[src/rtl/binned_variance_estimator_core_assert.svh]
// Assertion macros shared by the estimator RTL, empty for synthesis
`ifndef BINNED_VARIANCE_ESTIMATOR_CORE_ASSERT_SVH
`define BINNED_VARIANCE_ESTIMATOR_CORE_ASSERT_SVH
`ifndef SYNTHESIS
// property must hold at every clock edge out of reset
`define BVE_ASSERT(lbl, prop, msg) \
	lbl: assert property (@(posedge clk) disable iff (!arst_n) prop) else $error(msg);
// pre in one cycle implies post in the next
`define BVE_ASSERT_NEXT(lbl, pre, post, msg) \
	lbl: assert property (@(posedge clk) disable iff (!arst_n) (pre) |=> (post)) \
		else $error(msg);
`else
`define BVE_ASSERT(lbl, prop, msg)
`define BVE_ASSERT_NEXT(lbl, pre, post, msg)
`endif
`endif

[src/rtl/bve_pkg.sv]
// Types and constants shared by the binned variance estimator modules
package bve_pkg;
	localparam int SAMPLE_W  = 32;
	localparam int SUM_W     = 64;
	localparam int BIN_ACC_W = 48;
	localparam int FILL_W    = 16;
	localparam int CFG_IDX_W = 1;
	localparam int DIV_W     = 64;
	localparam int DIV_CNT_W = 6;

	localparam logic [CFG_IDX_W-1:0] REG_KNOWN_MEAN      = 1'b0;
	localparam logic [CFG_IDX_W-1:0] REG_SAMPLES_PER_BIN = 1'b1;

	typedef enum logic [3:0] {
		ST_IDLE,
		ST_SQUARE,
		ST_ACCUM,
		ST_BIN_START,
		ST_BIN_DIV,
		ST_BIN_DEV,
		ST_BIN_SQUARE,
		ST_BIN_ACCUM,
		ST_PLAIN_START,
		ST_PLAIN_DIV,
		ST_VAR_START,
		ST_VAR_DIV,
		ST_WRITE
	} state_t;

	typedef enum logic [1:0] {
		DIV_BIN,
		DIV_PLAIN,
		DIV_VAR
	} div_sel_t;

	typedef struct packed {
		logic     capture;
		logic     square;
		logic     accum;
		logic     div_start;
		div_sel_t div_sel;
		logic     bin_dev;
		logic     bin_accum;
		logic     take_plain;
		logic     take_var;
		logic     load_out;
	} cmd_t;

	typedef struct packed {
		logic bin_close;
		logic last;
		logic var_skip;
		logic div_busy;
		logic div_done;
		logic out_free;
	} sts_t;
endpackage

[src/rtl/bve_div.sv]
// Restoring unsigned divider, one quotient bit per cycle
`include "binned_variance_estimator_core_assert.svh"
module bve_div import bve_pkg::*; (
	input  logic             clk,
	input  logic             arst_n,
	input  logic             start,
	input  logic [DIV_W-1:0] dividend,
	input  logic [DIV_W-1:0] divisor,
	output logic             busy,
	output logic             done,
	output logic [DIV_W-1:0] quotient
);
	localparam logic [DIV_CNT_W-1:0] LAST_STEP = DIV_CNT_W'(DIV_W - 1);

	logic [DIV_W-1:0]     rem_q, quo_q, dsr_q;
	logic [DIV_CNT_W-1:0] cnt_q;
	logic                 busy_q, done_q;
	logic [DIV_W:0]       shifted, trial;
	logic                 fits;
	logic [DIV_W-1:0]     rem_next;

	always_comb begin
		shifted  = {rem_q, quo_q[DIV_W-1]};
		trial    = shifted - {1'b0, dsr_q};
		fits     = shifted >= {1'b0, dsr_q};
		rem_next = fits ? trial[DIV_W-1:0] : shifted[DIV_W-1:0];
	end

	always_ff @(posedge clk) begin
		if (start) begin
			rem_q <= '0;
			quo_q <= dividend;
			dsr_q <= divisor;
		end else if (busy_q) begin
			rem_q <= rem_next;
			quo_q <= {quo_q[DIV_W-2:0], fits};
		end
	end

	always_ff @(posedge clk or negedge arst_n) begin
		if (!arst_n) begin
			busy_q <= 1'b0;
			done_q <= 1'b0;
			cnt_q  <= '0;
		end else begin
			done_q <= 1'b0;
			if (start) begin
				busy_q <= 1'b1;
				cnt_q  <= '0;
			end else if (busy_q) begin
				cnt_q <= cnt_q + DIV_CNT_W'(1);
				if (cnt_q == LAST_STEP) begin
					busy_q <= 1'b0;
					done_q <= 1'b1;
				end
			end
		end
	end

	assign busy     = busy_q;
	assign done     = done_q;
	assign quotient = quo_q;

	`BVE_ASSERT_NEXT(a_div_finish, busy_q && cnt_q == LAST_STEP, done_q && !busy_q, "div overrun")
endmodule

[src/rtl/bve_ctrl.sv]
// Sequencer: steps each sample through square and accumulate, then bin close and final divides where due
`include "binned_variance_estimator_core_assert.svh"
module bve_ctrl import bve_pkg::*; (
	input  logic clk,
	input  logic arst_n,
	input  logic in_valid,
	output logic in_ready,
	input  sts_t sts,
	output cmd_t cmd
);
	state_t state_q, state_next;

	always_ff @(posedge clk or negedge arst_n) begin
		if (!arst_n) begin
			state_q <= ST_IDLE;
		end else begin
			state_q <= state_next;
		end
	end

	always_comb begin
		state_next = state_q;
		cmd        = '0;
		in_ready   = 1'b0;
		case (state_q)
			ST_IDLE: begin
				in_ready = 1'b1;
				if (in_valid) begin
					cmd.capture = 1'b1;
					state_next  = ST_SQUARE;
				end
			end
			ST_SQUARE: begin
				cmd.square = 1'b1;
				state_next = ST_ACCUM;
			end
			ST_ACCUM: begin
				cmd.accum = 1'b1;
				if (sts.bin_close)
					state_next = ST_BIN_START;
				else if (sts.last)
					state_next = ST_PLAIN_START;
				else
					state_next = ST_IDLE;
			end
			ST_BIN_START: begin
				cmd.div_start = 1'b1;
				cmd.div_sel   = DIV_BIN;
				state_next    = ST_BIN_DIV;
			end
			ST_BIN_DIV: begin
				if (sts.div_done)
					state_next = ST_BIN_DEV;
			end
			ST_BIN_DEV: begin
				cmd.bin_dev = 1'b1;
				state_next  = ST_BIN_SQUARE;
			end
			ST_BIN_SQUARE: begin
				cmd.square = 1'b1;
				state_next = ST_BIN_ACCUM;
			end
			ST_BIN_ACCUM: begin
				cmd.bin_accum = 1'b1;
				state_next    = sts.last ? ST_PLAIN_START : ST_IDLE;
			end
			ST_PLAIN_START: begin
				cmd.div_start = 1'b1;
				cmd.div_sel   = DIV_PLAIN;
				state_next    = ST_PLAIN_DIV;
			end
			ST_PLAIN_DIV: begin
				if (sts.div_done) begin
					cmd.take_plain = 1'b1;
					state_next     = sts.var_skip ? ST_WRITE : ST_VAR_START;
				end
			end
			ST_VAR_START: begin
				cmd.div_start = 1'b1;
				cmd.div_sel   = DIV_VAR;
				state_next    = ST_VAR_DIV;
			end
			ST_VAR_DIV: begin
				if (sts.div_done) begin
					cmd.take_var = 1'b1;
					state_next   = ST_WRITE;
				end
			end
			ST_WRITE: begin
				// wait for the result register to drain
				if (sts.out_free) begin
					cmd.load_out = 1'b1;
					state_next   = ST_IDLE;
				end
			end
			default: begin
				state_next = ST_IDLE;
			end
		endcase
	end

	`BVE_ASSERT(a_start_idle_div, cmd.div_start |-> !sts.div_busy, "divider started while busy")
	`BVE_ASSERT(a_ready_div_idle, in_ready |-> !sts.div_busy, "input taken while a divide runs")
	`BVE_ASSERT_NEXT(a_start_busy, cmd.div_start, sts.div_busy, "divider not busy after start")
endmodule

[src/rtl/bve_dp.sv]
// Datapath: config registers, squarer, saturating sums, bin counters, divider, result register
module bve_dp import bve_pkg::*; #(
	parameter int COUNT_WIDTH = 32
) (
	input  logic                       clk,
	input  logic                       arst_n,
	input  logic                       cfg_write_en,
	input  logic [CFG_IDX_W-1:0]       cfg_index,
	input  logic [SAMPLE_W-1:0]        cfg_data,
	input  logic signed [SAMPLE_W-1:0] sample_value,
	input  logic                       is_final,
	input  cmd_t                       cmd,
	output sts_t                       sts,
	output logic                       out_valid,
	input  logic                       out_ready,
	output logic [SUM_W-1:0]           plain_variance,
	output logic [SUM_W-1:0]           bin_mean_var,
	output logic                       too_few_bins,
	output logic                       overflowed
);
	localparam int PAIR_W = (2 * COUNT_WIDTH > SUM_W) ? 2 * COUNT_WIDTH : SUM_W;

	function automatic logic [SAMPLE_W-1:0] abs_dev(input logic [SAMPLE_W-1:0] a,
			input logic [SAMPLE_W-1:0] b);
		logic [SAMPLE_W:0] d;
		logic [SAMPLE_W:0] nd;
		d  = {a[SAMPLE_W-1], a} - {b[SAMPLE_W-1], b};
		nd = -d;
		return d[SAMPLE_W] ? nd[SAMPLE_W-1:0] : d[SAMPLE_W-1:0];
	endfunction

	// configuration
	logic [SAMPLE_W-1:0] mean_q;
	logic [FILL_W-1:0]   spb_q;

	// per-item payload
	logic [SAMPLE_W-1:0] sample_q, mag_q;
	logic [SUM_W-1:0]    sq_q, plain_q, binv_q;
	logic                neg_q;

	// running state
	logic                  last_q, sat_q;
	logic [SUM_W-1:0]      dev_sum_q, bds_q;
	logic [BIN_ACC_W-1:0]  bin_acc_q;
	logic [FILL_W-1:0]     fill_q;
	logic [COUNT_WIDTH-1:0] total_q, bins_q;
	logic [PAIR_W-1:0]     pairs_q;

	// result register
	logic                out_valid_q, out_few_q, out_ovf_q;
	logic [SUM_W-1:0]    out_plain_q, out_bin_q;

	logic [FILL_W-1:0]    size, fill_next;
	logic [SUM_W:0]       dev_add, bds_add;
	logic [BIN_ACC_W-1:0] bin_acc_next, bin_mag;
	logic [SUM_W-1:0]     sq_next;
	logic [SAMPLE_W-1:0]  bmean;
	logic                 total_sat, bins_sat, few;
	logic [DIV_W-1:0]     div_dividend, div_divisor, quotient;
	logic                 div_busy, div_done;

	always_comb begin
		size         = (spb_q == '0) ? FILL_W'(1) : spb_q;
		fill_next    = fill_q + FILL_W'(1);
		dev_add      = {1'b0, dev_sum_q} + {1'b0, sq_q};
		bds_add      = {1'b0, bds_q} + {1'b0, sq_q};
		bin_acc_next = bin_acc_q + {{(BIN_ACC_W - SAMPLE_W){sample_q[SAMPLE_W-1]}}, sample_q};
		bin_mag      = bin_acc_q[BIN_ACC_W-1] ? -bin_acc_q : bin_acc_q;
		sq_next      = SUM_W'(mag_q) * SUM_W'(mag_q);
		bmean        = neg_q ? -quotient[SAMPLE_W-1:0] : quotient[SAMPLE_W-1:0];
		total_sat    = &total_q;
		bins_sat     = &bins_q;
		few          = bins_q < COUNT_WIDTH'(2);
		case (cmd.div_sel)
			DIV_BIN: begin
				div_dividend = DIV_W'(bin_mag);
				div_divisor  = DIV_W'(size);
			end
			DIV_PLAIN: begin
				div_dividend = dev_sum_q;
				div_divisor  = DIV_W'(total_q);
			end
			DIV_VAR: begin
				div_dividend = bds_q;
				div_divisor  = pairs_q[DIV_W-1:0];
			end
			default: begin
				div_dividend = dev_sum_q;
				div_divisor  = DIV_W'(total_q);
			end
		endcase
	end

	bve_div u_div (
		.clk      (clk),
		.arst_n   (arst_n),
		.start    (cmd.div_start),
		.dividend (div_dividend),
		.divisor  (div_divisor),
		.busy     (div_busy),
		.done     (div_done),
		.quotient (quotient)
	);

	always_comb begin
		sts.bin_close = fill_next >= size;
		sts.last      = last_q;
		// Nb*(Nb-1) past 64 bits gives a zero binned variance
		sts.var_skip  = few || ((pairs_q >> SUM_W) != '0);
		sts.div_busy  = div_busy;
		sts.div_done  = div_done;
		sts.out_free  = !out_valid_q || out_ready;
	end

	always_ff @(posedge clk or negedge arst_n) begin
		if (!arst_n) begin
			mean_q <= '0;
			spb_q  <= FILL_W'(1);
		end else if (cfg_write_en) begin
			case (cfg_index)
				REG_KNOWN_MEAN:      mean_q <= cfg_data;
				REG_SAMPLES_PER_BIN: spb_q  <= cfg_data[FILL_W-1:0];
				default: ;
			endcase
		end
	end

	always_ff @(posedge clk) begin
		if (cmd.capture) begin
			sample_q <= sample_value;
			mag_q    <= abs_dev(sample_value, mean_q);
		end else if (cmd.bin_dev) begin
			mag_q <= abs_dev(bmean, mean_q);
		end
		if (cmd.square)
			sq_q <= sq_next;
		if (cmd.div_start && cmd.div_sel == DIV_BIN)
			neg_q <= bin_acc_q[BIN_ACC_W-1];
		if (cmd.take_plain) begin
			plain_q <= quotient;
			binv_q  <= '0;
		end
		if (cmd.take_var)
			binv_q <= quotient;
		if (cmd.load_out) begin
			out_plain_q <= plain_q;
			out_bin_q   <= binv_q;
			out_few_q   <= few;
			out_ovf_q   <= sat_q;
		end
	end

	always_ff @(posedge clk or negedge arst_n) begin
		if (!arst_n) begin
			last_q    <= 1'b0;
			sat_q     <= 1'b0;
			dev_sum_q <= '0;
			bds_q     <= '0;
			bin_acc_q <= '0;
			fill_q    <= '0;
			total_q   <= '0;
			bins_q    <= '0;
			pairs_q   <= '0;
		end else if (cmd.load_out) begin
			// data set delivered: start afresh
			sat_q     <= 1'b0;
			dev_sum_q <= '0;
			bds_q     <= '0;
			bin_acc_q <= '0;
			fill_q    <= '0;
			total_q   <= '0;
			bins_q    <= '0;
			pairs_q   <= '0;
		end else begin
			if (cmd.capture)
				last_q <= is_final;
			if (cmd.accum) begin
				dev_sum_q <= dev_add[SUM_W] ? '1 : dev_add[SUM_W-1:0];
				if (!total_sat)
					total_q <= total_q + COUNT_WIDTH'(1);
				if (dev_add[SUM_W] || total_sat)
					sat_q <= 1'b1;
				bin_acc_q <= bin_acc_next;
				fill_q    <= fill_next;
			end
			if (cmd.bin_accum) begin
				bds_q <= bds_add[SUM_W] ? '1 : bds_add[SUM_W-1:0];
				if (bds_add[SUM_W] || bins_sat)
					sat_q <= 1'b1;
				if (!bins_sat) begin
					bins_q  <= bins_q + COUNT_WIDTH'(1);
					// (n+1)*n = n*(n-1) + 2n
					pairs_q <= pairs_q + (PAIR_W'(bins_q) << 1);
				end
				bin_acc_q <= '0;
				fill_q    <= '0;
			end
		end
	end

	always_ff @(posedge clk or negedge arst_n) begin
		if (!arst_n) begin
			out_valid_q <= 1'b0;
		end else if (cmd.load_out) begin
			out_valid_q <= 1'b1;
		end else if (out_ready) begin
			out_valid_q <= 1'b0;
		end
	end

	assign out_valid      = out_valid_q;
	assign plain_variance = out_plain_q;
	assign bin_mean_var   = out_bin_q;
	assign too_few_bins   = out_few_q;
	assign overflowed     = out_ovf_q;
endmodule

[src/rtl/binned_variance_estimator_core.sv]
// Sample intake: a new sample is accepted only once the previous one has been squared and accumulated
// and, if it closed a bin, once the 64-step bin mean divide and the bin deviation update are done.
// Final sample: the result beat waits for two 64-step divides on the shared divider; with fewer than
// two full bins, or with the bin pair product Nb*(Nb-1) past 64 bits, the second divide is skipped.
// A waiting result beat does not block the next sample until another final one needs the register.
// Reset (arst_n low, asynchronous): all sums and counters cleared, known_mean 0, samples_per_bin 1.
module binned_variance_estimator_core import bve_pkg::*; #(
	parameter int COUNT_WIDTH = 32
) (
	input  logic                       clk,
	input  logic                       arst_n,
	input  logic                       cfg_write_en,
	input  logic [CFG_IDX_W-1:0]       cfg_index,
	input  logic [SAMPLE_W-1:0]        cfg_data,
	input  logic                       in_valid,
	output logic                       in_ready,
	input  logic signed [SAMPLE_W-1:0] sample_value,
	input  logic                       is_final,
	output logic                       out_valid,
	input  logic                       out_ready,
	output logic [SUM_W-1:0]           plain_variance,
	output logic [SUM_W-1:0]           bin_mean_var,
	output logic                       too_few_bins,
	output logic                       overflowed
);
	cmd_t cmd;
	sts_t sts;

	bve_ctrl u_ctrl (
		.clk      (clk),
		.arst_n   (arst_n),
		.in_valid (in_valid),
		.in_ready (in_ready),
		.sts      (sts),
		.cmd      (cmd)
	);

	bve_dp #(
		.COUNT_WIDTH (COUNT_WIDTH)
	) u_dp (
		.clk            (clk),
		.arst_n         (arst_n),
		.cfg_write_en   (cfg_write_en),
		.cfg_index      (cfg_index),
		.cfg_data       (cfg_data),
		.sample_value   (sample_value),
		.is_final       (is_final),
		.cmd            (cmd),
		.sts            (sts),
		.out_valid      (out_valid),
		.out_ready      (out_ready),
		.plain_variance (plain_variance),
		.bin_mean_var   (bin_mean_var),
		.too_few_bins   (too_few_bins),
		.overflowed     (overflowed)
	);
endmodule
[config.mk]
export PLATFORM = sky130hd
export DESIGN_NAME = binned_variance_estimator_core
export DESIGN_NICKNAME = d
export VERILOG_FILES = /design/src/rtl/bve_pkg.sv /design/src/rtl/bve_div.sv /design/src/rtl/bve_ctrl.sv /design/src/rtl/bve_dp.sv /design/src/rtl/binned_variance_estimator_core.sv
export VERILOG_INCLUDE_DIRS = /design/src /design/src/rtl
export SDC_FILE = /design/constraint.sdc
export NUM_CORES = 2
export LEC_CHECK = 0
export ABC_CLOCK_PERIOD_IN_PS = 19000
export BUFFER_PORTS_ARGS = -buffer_cell sky130_fd_sc_hd__buf_2
export CAP_MARGIN = 10
export CORE_MARGIN = 2
export CORE_UTILIZATION = 40
export CTS_CLUSTER_DIAMETER = 120
export DETAILED_ROUTE_END_ITERATION = 8
export GPL_ROUTABILITY_DRIVEN = 0
export REMOVE_ABC_BUFFERS = 1
export SLEW_MARGIN = 20
export SYNTH_ARGS = -nofsm -noshare
export SYNTH_HDL_FRONTEND = slang
export SYNTH_SLANG_ARGS = --single-unit
[constraint.sdc]
create_clock -name clk -period 19 [get_ports clk]
set_clock_uncertainty 0.2 [all_clocks]
set_input_delay 2.85 -clock clk [delete_from_list [all_inputs] [get_ports clk]]
set_output_delay 2.85 -clock clk [all_outputs]
set_load 0.1 [all_outputs]
==> summary.md <==
| Metric | Value |
|---|---|
| Placed Cells incl. Taps | 12000 |
| CP max FO | 25 |
| Initial DRC count | slightly below 6000 |
| CTS tree | built |
| Most common cell in the netlist | inv_1 |
| Layout cells sized above 1 | 6.39% |
| Clk buf depth | 3 |
| Synth Instances | around 9200 |
| Setup CP Type | register to register |
| CTS Hold Bufs | 0 |
| CTS HTree Levels | 3 |
| Initial Util | 40.2% |
| CP Data Required Time | ~19 ns |
| Synth top cells by count | inv_1 (1233), fa_1 (799), nand2_1 (745) |
| WP buf/inv | 4 |
| RSZ-0062 raised after global routing | no |
| Worst-Skew Late Latency | a little under 0.8 ns |
| Post-cts gate resize count | 0 |
| CP Capture Type | register |
| Maximum capacitance violations | 0 |
| Total negative slack | 0 ns |
| Final count of hold timing violations | 0 |
| Largest net degree at the start of global routing | 164 |
| Synth top area cells | fa_1 (18%), edfxtp_1 (18%), dfrtp_1 (11%) |
| Post-synthesis cell type count | 104 |
| Slew Viols, Final | 0 |
| Via density per instance | ~5.6 |
| Site Rows | approximately 170 |
| Dpl ws | between 9 and 10 ns |
| Slew @ Worst Pin | 1.10 ns |
| Remaining DRCs | 0 |
| GR Overflow Total | 0 |
| Leading register cell type out of synthesis | edfxtp_1 |
| Fill cell count | 21100 |
| IO buf count | just over 200 |
| Routed via count | 67800 |
| Post-CTS setup buffer count | 0 |
| Area Growth Syn to Fin | 8.62% |
| Period utilization | slightly above 50% |
| Mean area per synthesized cell | 9.52 µm² |
| ANT nets after route | 0 |
| Crit-path max cell delay | approximately 0.90 ns |
| Number of global-route vias before repair | 68800 |
| Startpoint types | register |
| Die extent in y | around 470 µm |
| Root buffer cell | clkbuf_16 |
| Normalized max-slew margin | a little over a quarter |
| Setup violators final | 0 |
| Final WS setup | between 9 and 10 ns |
| Chip Width | about 470 µm |
| Layout net count | ~11000 |
| First-pass GRT wire length | about 400000 µm |
| Reg clk slew, reported paths | ~0.070 ns |
| Hold Crit Class | register to register |
| Wire length per cell | ~21 µm |
| Worst EP arrival | 10.06 ns |
| DIE AREA | 224000 µm² |
| Syn. warnings | 0 |
| 1st-pass router iterations | 6 |
| Final std cells w/o fill | between 10000 and 15000 |
| FMAX | a little over 0.1 GHz |
| Delay-heaviest family, CP | adder cells |
| Largest area contributor in the netlist | fa_1 |
| FFs w/ async S/R, synth | around two fifths |
| Core area | between 200000 and 250000 µm² |
| Total CTS buffers | roughly 100 |
| Final Critical Period | just under 10 ns |
| Synth Register Bits | 960 |
| Number of synthesized flops with an enable pin | 514 |
| Final WL | about 260000 µm |
| Synth Cell Area | roughly 90000 µm² |
| Total track usage | around 23% |
| Final HPWL DP | between 150000 and 200000 µm |
| Initial antenna violation count | 21 |
| Outcome | finished, final reports clean |
| Io pins | slightly above 200 |
| Seq/Total Area, Yosys | 29.9% |
| Worst path slowest cell | o31ai_1 |
| # clock sinks | 960 |
| Crit-path most repeated cell | fa_1 |
| Yosys top cell area share | roughly 18% |
through the flow:
step / area [µm²] / hold slack, ns / util (%)
CTS: 95500 / 0.205 / 43.6
global route: 95600 / 0.213 / 43.6
floorplan: 86400 / 0.200 / -
detailed placement: 91800 / 0.205 / 41.9
global placement: 91800 / 0.201 / 41.9
finish: 95600 / 0.191 / 43.6
cell usage in the layout, fill, tap and decap left out, types with 20 or more instances in the layout:
cell type	n
and2_1	354
mux2_2	20
o22ai_1	48
fa_1	799
nor2_1	440
o31ai_1	71
o21bai_1	80
a22o_1	29
edfxtp_1	514
nor4_1	36
nor3_1	80
dfxtp_1	64
o21ai_0	496
nand2_1	740
inv_1	1232
and3_1	76
nand4_1	100
a211oi_1	71
dfrtp_1	380
or4_1	25
buf_2	201
xnor2_1	378
or2_2	24
or3_1	56
nor2b_1	59
o41ai_1	23
nand3_1	184
a31oi_1	140
a21o_1	241
o211ai_1	33
a31o_2	22
a21oi_1	651
nand2b_1	64
o21a_1	41
mux2i_1	79
xor2_1	232
clkbuf_16	104
ha_1	660
buf_4	79
state kept, by name (all words and copies together), names as in the netlist, 4 cells and up:
register	count
u_ctrl.state_q	4
u_dp.bds_q	64
u_dp.bin_acc_q	48
u_dp.bin_mean_var	64
u_dp.bins_q	32
u_dp.binv_q	64
u_dp.dev_sum_q	64
u_dp.fill_q	16
u_dp.mag_q	32
u_dp.mean_q	32
u_dp.pairs_q	63
u_dp.plain_q	64
u_dp.plain_variance	64
u_dp.sample_q	32
u_dp.spb_q	16
u_dp.sq_q	63
u_dp.total_q	32
u_dp.u_div.cnt_q	6
u_dp.u_div.dsr_q	64
u_dp.u_div.quotient	64
u_dp.u_div.rem_q	64
worst reg2reg max path: stages, from the launching register on:
cell	delay, ns
edfxtp_1	0.33
buf_4	0.36
clkinv_1	0.48
nor2_1	0.38
fa_1	0.48
fa_1	0.49
fa_1	0.52
inv_1	0.05
fa_1	0.49
inv_1	0.06
fa_1	0.48
fa_1	0.57
fa_1	0.43
fa_1	0.44
ha_1	0.40
nand2_1	0.11
or2_2	0.31
a211oi_1	0.25
o21ai_0	0.26
o31ai_1	0.90
and4b_1	0.36
o211ai_1	0.15
a311oi_2	0.44
a221o_1	0.28
a221oi_1	0.11
xnor2_1	0.14
path summary, 6_finish.rpt:
path,from,endpoint,cells after the start,slack [ns]
setup / recovery,u_dp.mag_q[16]$_DFFE_PP_,u_dp.sq_q[63]$_DFFE_PP_,25,9.22
hold reg to reg,u_dp.binv_q[1]$_SDFFCE_PN0P_,u_dp.bin_mean_var[1]$_DFFE_PP_,0,0.19
min in group asynchronous,arst_n,u_dp.total_q[10]$_DFFE_PN0P_,1,1.75
setup reg to reg,u_dp.mag_q[16]$_DFFE_PP_,u_dp.sq_q[63]$_DFFE_PP_,25,9.22
max in group asynchronous,arst_n,u_dp.bds_q[29]$_DFFE_PN0P_,3,14.75
hold / removal,u_dp.binv_q[1]$_SDFFCE_PN0P_,u_dp.bin_mean_var[1]$_DFFE_PP_,0,0.19
logic make-up after synthesis:
family | share of synthesized area [%]
muxes | 1.15
buffers and inverters | 7.05
xor gates and xnor gates | 6.07
adders and majority gates | 27.6
AOI/OAI and AO/OA | 15.2
and+or+nand+nor | 13.1
DFF | 29.9
area by class of cell:
cell class,instances,area (µm²),share of cell area [%]
multi-input combinational,6641,55600,58.2
antenna,3,7.51,0.00785
sequential,960,26300,27.5
inverter,1237,4650,4.87
clock buffer,129,2780,2.90
timing repair buffer,284,1680,1.76
clock inverter,69,935,0.978
tap,2871,3590,3.76
per-layer routing:
layer  part of all wire [%]  GRT usage [%]  vias up
li1                       -              -    31500
met2                     46           37.1     2248
met3                    6.7           2.94      425
met4                    3.5           8.11        6
met1                     44           31.2    33600
met5                  0.013              0        -
Power is left out: the tool's default activity adds up to more than one toggle a clock period on the data nets, which glitch-free logic cannot reach.
